**config.mk**
```make
export PLATFORM = sky130hd
export DESIGN_NAME = graph_depth_first_search
export DESIGN_NICKNAME = d
export VERILOG_FILES = /design/src/gdfs_pkg.sv /design/src/gdfs_nbr_ram.sv /design/src/graph_depth_first_search.sv
export SDC_FILE = /design/constraint.sdc
export NUM_CORES = 2
export LEC_CHECK = 0
export BUFFER_PORTS_ARGS = -buffer_cell sky130_fd_sc_hd__buf_2
export CORE_MARGIN = 3
export CORE_UTILIZATION = 40
export DETAILED_ROUTE_END_ITERATION = 6
export HOLD_SLACK_MARGIN = 0.15
export PLACE_DENSITY = 0.59
export SLEW_MARGIN = 20
export SYNTH_ARGS = -nofsm -noshare
export SYNTH_HDL_FRONTEND = slang
export SYNTH_SLANG_ARGS = --single-unit
```
**constraint.sdc**
```tcl
create_clock -name clock -period 4.6 [get_ports clock]
set_input_delay 0.92 -clock clock [delete_from_list [all_inputs] [get_ports clock]]
set_output_delay 0.92 -clock clock [all_outputs]
set_load 0.02 [all_outputs]
```
**src/gdfs_pkg.sv**
```systemverilog
// gdfs_pkg: shared types and constants for the graph depth-first search block.
// Used by gdfs_nbr_ram and graph_depth_first_search; depends on nothing.
`timescale 1ns / 1ps

package gdfs_pkg;

   // fixed field widths of the ports
   localparam int VTX_W    = 4;
   localparam int ACTION_W = 2;
   localparam int STATUS_W = 2;

   // parameter defaults
   localparam int MAX_VERTICES_DEF = 16;
   localparam int MAX_DEGREE_DEF   = 16;

   // a search emits no more than this many results
   localparam int RESULT_LIMIT = 16;
   localparam int RESULT_CNT_W = 5;

   typedef enum logic [ACTION_W-1:0] {
      ACT_CLEAR      = 2'd0,
      ACT_ADD_VERTEX = 2'd1,
      ACT_ADD_EDGE   = 2'd2,
      ACT_SEARCH     = 2'd3
   } action_type;

   typedef enum logic [STATUS_W-1:0] {
      ST_OK         = 2'd0,
      ST_GRAPH_FULL = 2'd1,
      ST_ABSENT     = 2'd2,
      ST_LIST_FULL  = 2'd3
   } status_type;

   typedef enum logic [2:0] {
      S_IDLE,
      S_SCAN_RD,
      S_SCAN_CHK,
      S_FINISH
   } state_type;

   // port bundle of the neighbor memory
   typedef struct packed {
      logic we;
      logic re;
   } ram_ctl_type;

endpackage

```
**src/gdfs_nbr_ram.sv**
```systemverilog
// gdfs_nbr_ram: neighbor list memory, one write and one registered read port.
// Depends on gdfs_pkg for the entry width and the control bundle.
`timescale 1ns / 1ps

module gdfs_nbr_ram #(
   parameter int DEPTH = gdfs_pkg::MAX_VERTICES_DEF * gdfs_pkg::MAX_DEGREE_DEF,
   parameter int AW    = $clog2(DEPTH)
) (
   input  logic                       clock,
   input  gdfs_pkg::ram_ctl_type      ctl,
   input  logic [AW-1:0]              waddr,
   input  logic [gdfs_pkg::VTX_W-1:0] wdata,
   input  logic [AW-1:0]              raddr,
   output logic [gdfs_pkg::VTX_W-1:0] rdata_ff
);

   logic [gdfs_pkg::VTX_W-1:0] mem [DEPTH];

   // write port
   always_ff @(posedge clock) begin
      if (ctl.we) begin
         mem[waddr] <= wdata;
      end
   end

   // read port, data held until the next read
   always_ff @(posedge clock) begin
      if (ctl.re) begin
         rdata_ff <= mem[raddr];
      end
   end

endmodule

```
**src/graph_depth_first_search.sv**
```systemverilog
// graph_depth_first_search: directed graph store with iterative depth-first search.
// Depends on gdfs_pkg and gdfs_nbr_ram.
//
//   channel | dir | ports
//   req     | in  | req_valid, req_stall, req_action, req_source_vertex, req_target_vertex
//   rsp     | out | rsp_valid, rsp_stall, rsp_visited_vertex, rsp_last, rsp_status
//
// Clear, add vertex, add edge and a refused search each give one result.
// A search walks neighbor lists through the single memory read port, newest entry
// first: each list entry looked at passes a read state and a check state, and after a
// pop the list below is rescanned from its newest entry; a list is scanned at most
// once per emitted vertex plus once per pop.
// Reset (synchronous) empties the graph and clears all marks.
// A stalled result holds the sequencer; req_stall is high while a search runs.
`timescale 1ns / 1ps

module graph_depth_first_search #(
   parameter int MAX_VERTICES = gdfs_pkg::MAX_VERTICES_DEF,
   parameter int MAX_DEGREE   = gdfs_pkg::MAX_DEGREE_DEF
) (
   input  logic                          clock,
   input  logic                          reset,
   input  logic                          req_valid,
   output logic                          req_stall,
   input  logic [gdfs_pkg::ACTION_W-1:0] req_action,
   input  logic [gdfs_pkg::VTX_W-1:0]    req_source_vertex,
   input  logic [gdfs_pkg::VTX_W-1:0]    req_target_vertex,
   output logic                          rsp_valid,
   input  logic                          rsp_stall,
   output logic [gdfs_pkg::VTX_W-1:0]    rsp_visited_vertex,
   output logic                          rsp_last,
   output logic [gdfs_pkg::STATUS_W-1:0] rsp_status
);

   localparam int VW    = $clog2(MAX_VERTICES);
   localparam int CW    = $clog2(MAX_VERTICES + 1);
   localparam int KW    = $clog2(MAX_DEGREE + 1);
   localparam int DEPTH = MAX_VERTICES * MAX_DEGREE;
   localparam int AW    = (DEPTH > 1) ? $clog2(DEPTH) : 1;
   localparam int XW    = CW + gdfs_pkg::VTX_W;

   gdfs_pkg::state_type state_ff, state_in;

   logic [CW-1:0]                    vcount_ff, vcount_in;
   logic [MAX_VERTICES-1:0]          visited_ff, visited_in;
   logic [KW-1:0]                    cnt_ff [MAX_VERTICES];
   logic [KW-1:0]                    cnt_in [MAX_VERTICES];
   logic [gdfs_pkg::VTX_W-1:0]       stack_ff [MAX_VERTICES];
   logic [gdfs_pkg::VTX_W-1:0]       stack_in [MAX_VERTICES];
   logic [CW-1:0]                    depth_ff, depth_in;
   logic [gdfs_pkg::RESULT_CNT_W-1:0] n_ff, n_in;
   logic [gdfs_pkg::VTX_W-1:0]       pend_ff, pend_in;
   logic [VW-1:0]                    cur_ff, cur_in;
   logic [KW-1:0]                    k_ff, k_in;

   logic                             rsp_valid_ff, rsp_valid_in;
   logic [gdfs_pkg::VTX_W-1:0]       rsp_vtx_ff, rsp_vtx_in;
   logic                             rsp_last_ff, rsp_last_in;
   gdfs_pkg::status_type             rsp_status_ff, rsp_status_in;

   gdfs_pkg::ram_ctl_type            ram_ctl;
   logic [AW-1:0]                    ram_waddr, ram_raddr;
   logic [gdfs_pkg::VTX_W-1:0]       ram_rdata;

   gdfs_pkg::action_type             act;
   logic                             out_free;
   logic                             src_ok, dst_ok;
   logic [VW-1:0]                    src_idx, dst_idx, w_idx, below_idx;
   logic [KW-1:0]                    k_dec;
   logic                             w_new;

   assign act      = gdfs_pkg::action_type'(req_action);
   assign out_free = !rsp_valid_ff || !rsp_stall;
   assign req_stall = (state_ff != gdfs_pkg::S_IDLE) || !out_free;

   assign src_ok  = XW'(req_source_vertex) < XW'(vcount_ff);
   assign dst_ok  = XW'(req_target_vertex) < XW'(vcount_ff);
   assign src_idx = VW'(req_source_vertex);
   assign dst_idx = VW'(req_target_vertex);
   assign w_idx   = VW'(ram_rdata);
   assign w_new   = (int'(ram_rdata) < MAX_VERTICES) && !visited_ff[w_idx];
   assign k_dec   = k_ff - KW'(1);
   assign below_idx = VW'(depth_ff - CW'(2));

   // memory addresses: entry k of vertex v sits at v * MAX_DEGREE + k
   assign ram_waddr = AW'(src_idx) * AW'(MAX_DEGREE) + AW'(cnt_ff[src_idx]);
   assign ram_raddr = AW'(cur_ff) * AW'(MAX_DEGREE) + AW'(k_dec);

   gdfs_nbr_ram #(
      .DEPTH (DEPTH),
      .AW    (AW)
   ) u_nbr_ram (
      .clock    (clock),
      .ctl      (ram_ctl),
      .waddr    (ram_waddr),
      .wdata    (req_target_vertex),
      .raddr    (ram_raddr),
      .rdata_ff (ram_rdata)
   );

   // sequencer: next state and datapath updates
   always_comb begin
      state_in      = state_ff;
      vcount_in     = vcount_ff;
      visited_in    = visited_ff;
      cnt_in        = cnt_ff;
      stack_in      = stack_ff;
      depth_in      = depth_ff;
      n_in          = n_ff;
      pend_in       = pend_ff;
      cur_in        = cur_ff;
      k_in          = k_ff;
      rsp_valid_in  = rsp_valid_ff && rsp_stall;
      rsp_vtx_in    = rsp_vtx_ff;
      rsp_last_in   = rsp_last_ff;
      rsp_status_in = rsp_status_ff;
      ram_ctl       = '0;

      unique case (state_ff)
         gdfs_pkg::S_IDLE: begin
            if (req_valid && !req_stall) begin
               rsp_valid_in  = 1'b1;
               rsp_vtx_in    = '0;
               rsp_last_in   = 1'b1;
               rsp_status_in = gdfs_pkg::ST_OK;
               unique case (act)
                  gdfs_pkg::ACT_CLEAR: begin
                     vcount_in  = '0;
                     visited_in = '0;
                     cnt_in     = '{default: '0};
                  end
                  gdfs_pkg::ACT_ADD_VERTEX: begin
                     if (int'(vcount_ff) >= MAX_VERTICES) begin
                        rsp_status_in = gdfs_pkg::ST_GRAPH_FULL;
                     end else begin
                        vcount_in = vcount_ff + CW'(1);
                     end
                  end
                  gdfs_pkg::ACT_ADD_EDGE: begin
                     if (!src_ok || !dst_ok) begin
                        rsp_status_in = gdfs_pkg::ST_ABSENT;
                     end else if (int'(cnt_ff[src_idx]) >= MAX_DEGREE) begin
                        rsp_status_in = gdfs_pkg::ST_LIST_FULL;
                     end else begin
                        ram_ctl.we       = 1'b1;
                        cnt_in[src_idx]  = cnt_ff[src_idx] + KW'(1);
                     end
                  end
                  gdfs_pkg::ACT_SEARCH: begin
                     if (!dst_ok) begin
                        rsp_status_in = gdfs_pkg::ST_ABSENT;
                     end else begin
                        // start vertex is held back until we know whether it is the last
                        rsp_valid_in        = rsp_valid_ff && rsp_stall;
                        visited_in[dst_idx] = 1'b1;
                        stack_in[0]         = req_target_vertex;
                        depth_in            = CW'(1);
                        pend_in             = req_target_vertex;
                        n_in                = gdfs_pkg::RESULT_CNT_W'(1);
                        cur_in              = dst_idx;
                        k_in                = cnt_ff[dst_idx];
                        state_in            = gdfs_pkg::S_SCAN_RD;
                     end
                  end
                  default: ;
               endcase
            end
         end

         // issue a read of the next list entry, or pop when the list is used up
         gdfs_pkg::S_SCAN_RD: begin
            if (k_ff == '0) begin
               depth_in = depth_ff - CW'(1);
               if (depth_ff == CW'(1)) begin
                  state_in = gdfs_pkg::S_FINISH;
               end else begin
                  cur_in = VW'(stack_ff[below_idx]);
                  k_in   = cnt_ff[VW'(stack_ff[below_idx])];
               end
            end else begin
               ram_ctl.re = 1'b1;
               k_in       = k_dec;
               state_in   = gdfs_pkg::S_SCAN_CHK;
            end
         end

         // test the entry read; push a new vertex and emit the one before it, or finish at the result or stack limit
         gdfs_pkg::S_SCAN_CHK: begin
            if (!w_new) begin
               state_in = gdfs_pkg::S_SCAN_RD;
            end else if (int'(n_ff) >= gdfs_pkg::RESULT_LIMIT
                         || int'(depth_ff) >= MAX_VERTICES) begin
               state_in = gdfs_pkg::S_FINISH;
            end else if (out_free) begin
               rsp_valid_in                = 1'b1;
               rsp_vtx_in                  = pend_ff;
               rsp_last_in                 = 1'b0;
               rsp_status_in               = gdfs_pkg::ST_OK;
               visited_in[w_idx]           = 1'b1;
               stack_in[VW'(depth_ff)]     = ram_rdata;
               depth_in                    = depth_ff + CW'(1);
               pend_in                     = ram_rdata;
               n_in                        = n_ff + gdfs_pkg::RESULT_CNT_W'(1);
               cur_in                      = w_idx;
               k_in                        = cnt_ff[w_idx];
               state_in                    = gdfs_pkg::S_SCAN_RD;
            end
         end

         // final vertex goes out with last set
         gdfs_pkg::S_FINISH: begin
            if (out_free) begin
               rsp_valid_in  = 1'b1;
               rsp_vtx_in    = pend_ff;
               rsp_last_in   = 1'b1;
               rsp_status_in = gdfs_pkg::ST_OK;
               depth_in      = '0;
               state_in      = gdfs_pkg::S_IDLE;
            end
         end

         default: state_in = gdfs_pkg::S_IDLE;
      endcase
   end

   // control state
   always_ff @(posedge clock) begin
      if (reset) begin
         state_ff     <= gdfs_pkg::S_IDLE;
         vcount_ff    <= '0;
         visited_ff   <= '0;
         cnt_ff       <= '{default: '0};
         depth_ff     <= '0;
         rsp_valid_ff <= 1'b0;
      end else begin
         state_ff     <= state_in;
         vcount_ff    <= vcount_in;
         visited_ff   <= visited_in;
         cnt_ff       <= cnt_in;
         depth_ff     <= depth_in;
         rsp_valid_ff <= rsp_valid_in;
      end
   end

   // payload and walk registers
   always_ff @(posedge clock) begin
      stack_ff      <= stack_in;
      n_ff          <= n_in;
      pend_ff       <= pend_in;
      cur_ff        <= cur_in;
      k_ff          <= k_in;
      rsp_vtx_ff    <= rsp_vtx_in;
      rsp_last_ff   <= rsp_last_in;
      rsp_status_ff <= rsp_status_in;
   end

   assign rsp_valid          = rsp_valid_ff;
   assign rsp_visited_vertex = rsp_vtx_ff;
   assign rsp_last           = rsp_last_ff;
   assign rsp_status         = rsp_status_ff;

   // a non-search transfer answers in the next cycle with a single last result
   a_single_result: assert property (@(posedge clock) disable iff (reset)
      (req_valid && !req_stall && req_action != gdfs_pkg::ACT_SEARCH)
      |=> (rsp_valid && rsp_last))
      else $error("non-search action did not answer at once");

   // results before the last one only come from a running search
   a_mid_ok: assert property (@(posedge clock) disable iff (reset)
      (rsp_valid && !rsp_last) |-> (rsp_status == gdfs_pkg::ST_OK))
      else $error("intermediate result with error status");

   // the stack is empty whenever the sequencer is idle
   a_idle_stack: assert property (@(posedge clock) disable iff (reset)
      (state_ff == gdfs_pkg::S_IDLE) |-> (depth_ff == '0))
      else $error("stack not empty in idle");

   // stack never exceeds the vertex limit
   a_depth_max: assert property (@(posedge clock) disable iff (reset)
      int'(depth_ff) <= MAX_VERTICES)
      else $error("stack overflow");

endmodule

```
---- Word level (Yosys, flattened, before mapping) ----
Memories as Yosys holds them, arrays and structs flattened. A register that Yosys moved wholly into a read port is not among the register bits.
Cells that the tools add are included.
word-level totals
  flip-flop bits (word level) ............. 199
  bits in writable memories ............... 1024
  input port bits ......................... 14
  output and inout bits ................... 9
  logic and storage cells ................. 265
  memories kept ........................... 1
memories
  name           words  width  read ports  clocked after Yosys merged registers in  wr ports  line                source
  u_nbr_ram.mem  256    4      1           1                                        1         gdfs_nbr_ram.sv:17  logic [gdfs_pkg::VTX_W-1:0] mem [DEPTH];
cells by class
  add/sub/neg operators ................... 9
  $lt $le $gt $ge ......................... 18
  equal/unequal tests ..................... 24
  muxes and demuxes ....................... 122
  bitwise gates (word level) .............. 10
  reduce and logical (&&, ||, !) cells .... 37
operator list
  operator               number
  $mux W64               3
  $mux W80               2
  $pmux W80 S2           1
  $mux W5                29
  $bmux W5 S4            4
  $bwmux W80             1
  $mux W16               5
  $bwmux W64             1
  $pmux W16 S2           2
  $mux W4                15
  $ge A5 B5 Y1 const B   10
  $or A16 B16 Y16        2
  $not A4 Y5             6
  $mux W3                9
  $mux W1                24
  $pmux W4 S3            2
  $ne A2 B2 Y1 const B   11
  $add A5 B1 Y5 const B  4
  $demux W5 S4           1
  $pmux W5 S2            2
  $pmux W5 S4            1
  $reduce_and A9 Y1      2
  $add A8 B5 Y8          2
  $bmux W4 S4            1
  other kinds (39)       80

---- Depth between registers and ports, before layout ----
  depth in word-level cells ............... 12
  mapped depth ............................ 15
  gate-level depth less buffers ........... 11

---- Modules after synthesis ----
Synthesis repeated with hierarchy kept, for this count alone.
second synthesis, totals
  cells, all modules ...................... 3024
  area, all modules ....................... 52052.4 µm²
by module, submodules not included
  module                    times used  cells an instance  area each (µm²)  sequential area each (µm²)
  gdfs_nbr_ram              1           2051               40715.3          30869.6
  graph_depth_first_search  1           973                11337.1          4854.7

---- Worst setup path after synthesis ----
OpenSTA, ideal clock, no wires.
  path type ............................... reg-to-reg
  start ................................... register k_ff[0]
  end ..................................... register u_nbr_ram.rdata_ff[2] (netlist name), read port of u_nbr_ram.mem, data pin
  library setup time ...................... 0.259 ns
  arrival ................................. 3.955 ns
  required time ........................... 4.341 ns
  slack ................................... 0.386 ns
  stages on the path, launching flop included .. 14
  path buffers ............................ 6
  clock period less this slack ............ 4.214 ns
  cell sequence ........................... edfxtp_1 > clkbuf_1 > buf_2 > clkbuf_1 > inv_1 > ha_1 > clkbuf_1 > clkbuf_1 > clkbuf_1 > mux4_2 > mux4_2 > mux4_2 > a22oi_1 > nand2_1
on the way
  longest elaborated chain between the ends .. 3
  elaborated cells on any way between the ends .. 5
  classes of those cells .................. add/sub: 2; mux: 2; reduce/logical: 1
ends and longest elaborated chain
  element                                                                line                             source
  start: declaration                                                     graph_depth_first_search.sv:54   logic [KW-1:0] k_ff, k_in;
  start signal: assignment                                               graph_depth_first_search.sv:251  k_ff <= k_in;
  parallel branches: the longest is 3 deep, another holds $add A8 B5 Y8  --
  end: declaration                                                       gdfs_nbr_ram.sv:14               output logic [gdfs_pkg::VTX_W-1:0] rdata_ff
Parallel ways; which one is timed is not known.
A chain may end at the register's enable or synchronous reset.

---- Worst setup path after layout ----
  start ................................... register k_ff[0]
  end ..................................... register u_nbr_ram.rdata_ff[0] (netlist name), read port of u_nbr_ram.mem, data pin
The elaborated chain is that of the path after synthesis.

==> reports/qor.yml <==
grt:
  grt_usage_pct: 19.93
  grt_pass1_vias: 29180
  antenna_found_initial: 5
  grt_pass1_wl_um: 199700
  grt_max_degree: 229
  overflow: 0
setup_path:
  critical_path.max_stage_delay_ns: 0.58
  required_ns: 5.07
  critPathSlowestCell: "mux4_2"
  path_common_cell: "mux4_2"
  cp_max_fo: 52
  cp_num_buf_inv: 3
  cp_top_family: "multiplexers"
  critical_path.startpoint_type: "register"
  path_class: "register to register"
  crit_chain: "buf_4 > buf_12 > mux4_2 > mux4_2 > mux4_2 > a22oi_1 > buf_4 > nand2_1"
  cp.arrival_ns: 4.51
  critPathCaptureType: "register"
hold_path:
  hold_path.class: "register to register"
logic_synthesis:
  ys.flop_type: "edfxtp_1"
  syn_avg_cell_area_sq_um: 18.07
  synth_warnings: 0
  syn-cell-area_sq_um: 52000
  async_reset_ff_share_pct: 0
  synth_cell_types: 61
  synth_cells: 2878
  yosysSeqAreaShare_pct: 68.71
  synth_edf_count: 1117
  synth_seq_cells: 1226
  syn-num-nets: 2922
power:
  p_clk_share_pct: 34.6
  switching_share_pct: 27.79
  p_seq_share_pct: 40.0
  p_sw_mw: 8.662
  irDropWorstVdd_v: 0.0004120
  power.leakage_nw: 18.33
  p_comb_share_pct: 25.4
  internal-power_mw: 22.51
  power.density_nw_per_um2: 527.0
timing:
  whs_ns: 0.5309
  slew_viol_final: 0
  relSlewSlack_pct: 19.71
  period_share_pct: 87.67
  period_needed_ns: 4.033
  fmax_mhz: 248.0
  hold_viol_final: 0
  finClkSkew_ns: 0.03782
  finalSetupTns_ns: 0
  setup_viol: 0
  rsz0062_at_grt: "false"
  worst_pin_slew_ns: 1.204
finish:
  num-fill-cells: 10690
  syn2layout_area_growth_pct: 13.73
  final_util_pct: 46.08
  final-seq-area_sq_um: 35720
  nNetsFinal: 2999
  multiInputGateArea_sq_um: 15480
  n_antenna_cell: 0
  final_common_cell: "edfxtp_1"
  most-common-layout-cells: "edfxtp_1, mux4_2, nor2_1, clkbuf_16, nand2_1"
  drive_gt1_share_pct: 26.46
clock_network:
  post_cts_buffers: 0
  hold_buffers: 0
  clock-sinks: 1226
  cts_buffers: 132
  clkLatencyLatePin_ns: 0.76
  cts-root-buf: "clkbuf_16"
  ctsLongestPathBuffers: 3
  cts_tree: "built"
  htreeDepth: 4
  clk_pin_slew_ns: 0.06
  cts_resized: 0
routing:
  vias: 28160
  antenna_left: 0
  routed_wl_um: 134300
  via_per_inst: 5.885
  drc_errors: 0
  drt_pass1_iterations: 6
  routedWlPerCell_um: 28.05
  dr.first_iter.drc_count: 3107
place:
  numPortBuffers: 22
  gp_congestion: 0.8933
  hpwl_um: 82600
die:
  initial_core_util_pct: 40.51
  dieArea_sq_um: 134400
  ioPinCount: 23
  row_count: 131
  die_x_um: 366.5
  die_h_um: 366.5
  core-area_sq_um: 128300
flow_run:
  cap_violations: 0
run_status:
  status: "complete, no violations"
## worst min-delay path, stage by stage (launching register included)
cell and delay, ns:
dfxtp_1 0.32, a21oi_1 0.11, a211oi_1 0.05
## cell usage after synthesis, drive strengths merged (8+ instances only)
cell type | n | area (sq um)
edfxtp | 1117 | 33540
mux4 | 429 | 9669
nor2 | 366 | 1374
clkbuf | 126 | 473.0
nand2 | 118 | 445.4
dfxtp | 109 | 2182
buf | 68 | 305.3
o21ai | 60 | 300.3
a21oi | 59 | 295.3
a22o | 43 | 376.6
mux2i | 42 | 424.2
nand3 | 32 | 160.2
ha | 30 | 375.4
inv | 25 | 93.84
a22oi | 21 | 157.7
nor3 | 21 | 116.4
a211oi | 20 | 150.1
nand2b | 20 | 125.1
a31oi | 19 | 118.9
mux2 | 17 | 191.4
nand3b | 14 | 105.1
a32oi | 11 | 96.34
nor2b | 9 | 56.30
a21o | 8 | 60.06
xnor2 | 8 | 70.07
xor2 | 8 | 70.07
## power by group through the flow
stage / Sequential (mW) / Clock [mW] / Combinational (mW)
2_1_floorplan: 12.7 / 0 / 5.32
3_3_place_gp: 12.7 / 0 / 7.92
3_5_place_dp: 12.7 / 0 / 8.00
4_1_cts: 12.5 / 11.0 / 8.01
5_1_grt: 12.5 / 11.4 / 8.37
6_report: 12.5 / 10.8 / 7.92
## flip-flops by register name (all words and copies together) (netlist names)
signal	flops
stack_ff	64
u_nbr_ram.mem	1024
n_ff	5
vcount_ff	5
u_nbr_ram.rdata_ff	4
rsp_visited_vertex	4
state_ff	2
depth_ff	5
cnt_ff	80
k_ff	5
cur_ff	4
rsp_last	1
rsp_status	2
visited_ff	16
pend_ff	4
rsp_valid	1
## area by class of cell
class,instances,share of cell area (%)
flip-flops and latches,1226,60.41
multi-input cells,1433,26.18
clock buffers,164,6.053
well taps,1729,3.658
repair buffers,137,2.101
clock inverters,72,1.441
inverters,25,0.1587
## metrics by stage
stage / instance area (sq um) / total power [mW] / std cells / setup WS (ns)
after CTS: 59110 / 31.46 / 4785 / 0.5567
after global routing: 59140 / 32.27 / 4786 / 0.4826
after floorplan: 52000 / 18.03 / 2878 / 0.3858
after global placement: 54680 / 20.62 / 4549 / 0.1216
final: 59140 / 31.17 / 4786 / 0.5670
after detailed placement: 54680 / 20.70 / 4549 / 0.08169
## final timing paths
| kind | start | endpoint | slack (ns) | cells after the start |
|---|---|---|---|---|
| setup / recovery | k_ff[0] | u_nbr_ram.rdata_ff[0] | 0.57 | 8 |
| hold / removal | visited_ff[7] | visited_ff[7] | 0.53 | 2 |
| setup reg to reg | k_ff[0] | u_nbr_ram.rdata_ff[0] | 0.57 | 8 |
| hold reg to reg | visited_ff[7] | visited_ff[7] | 0.53 | 2 |
## logic make-up after synthesis
| group | Yosys count | synth area share, % |
|---|---|---|
| mux | 488 | 19.78 |
| xor+xnor | 16 | 0.2695 |
| compound gates | 285 | 3.708 |
| fa+ha+maj | 30 | 0.7219 |
| buf+inv | 219 | 1.677 |
| flops | 1226 | 68.71 |
| simple gates | 614 | 5.138 |
## metal layers
metal,part of all wire [%],wire [um],track usage (%)
met4,2.1,2838,5.487
met2,49,65700,32.58
met1,41,55470,27.12
met3,7.6,10220,4.274
met5,0.028,37,0
Power figures use the tool's default switching activity.
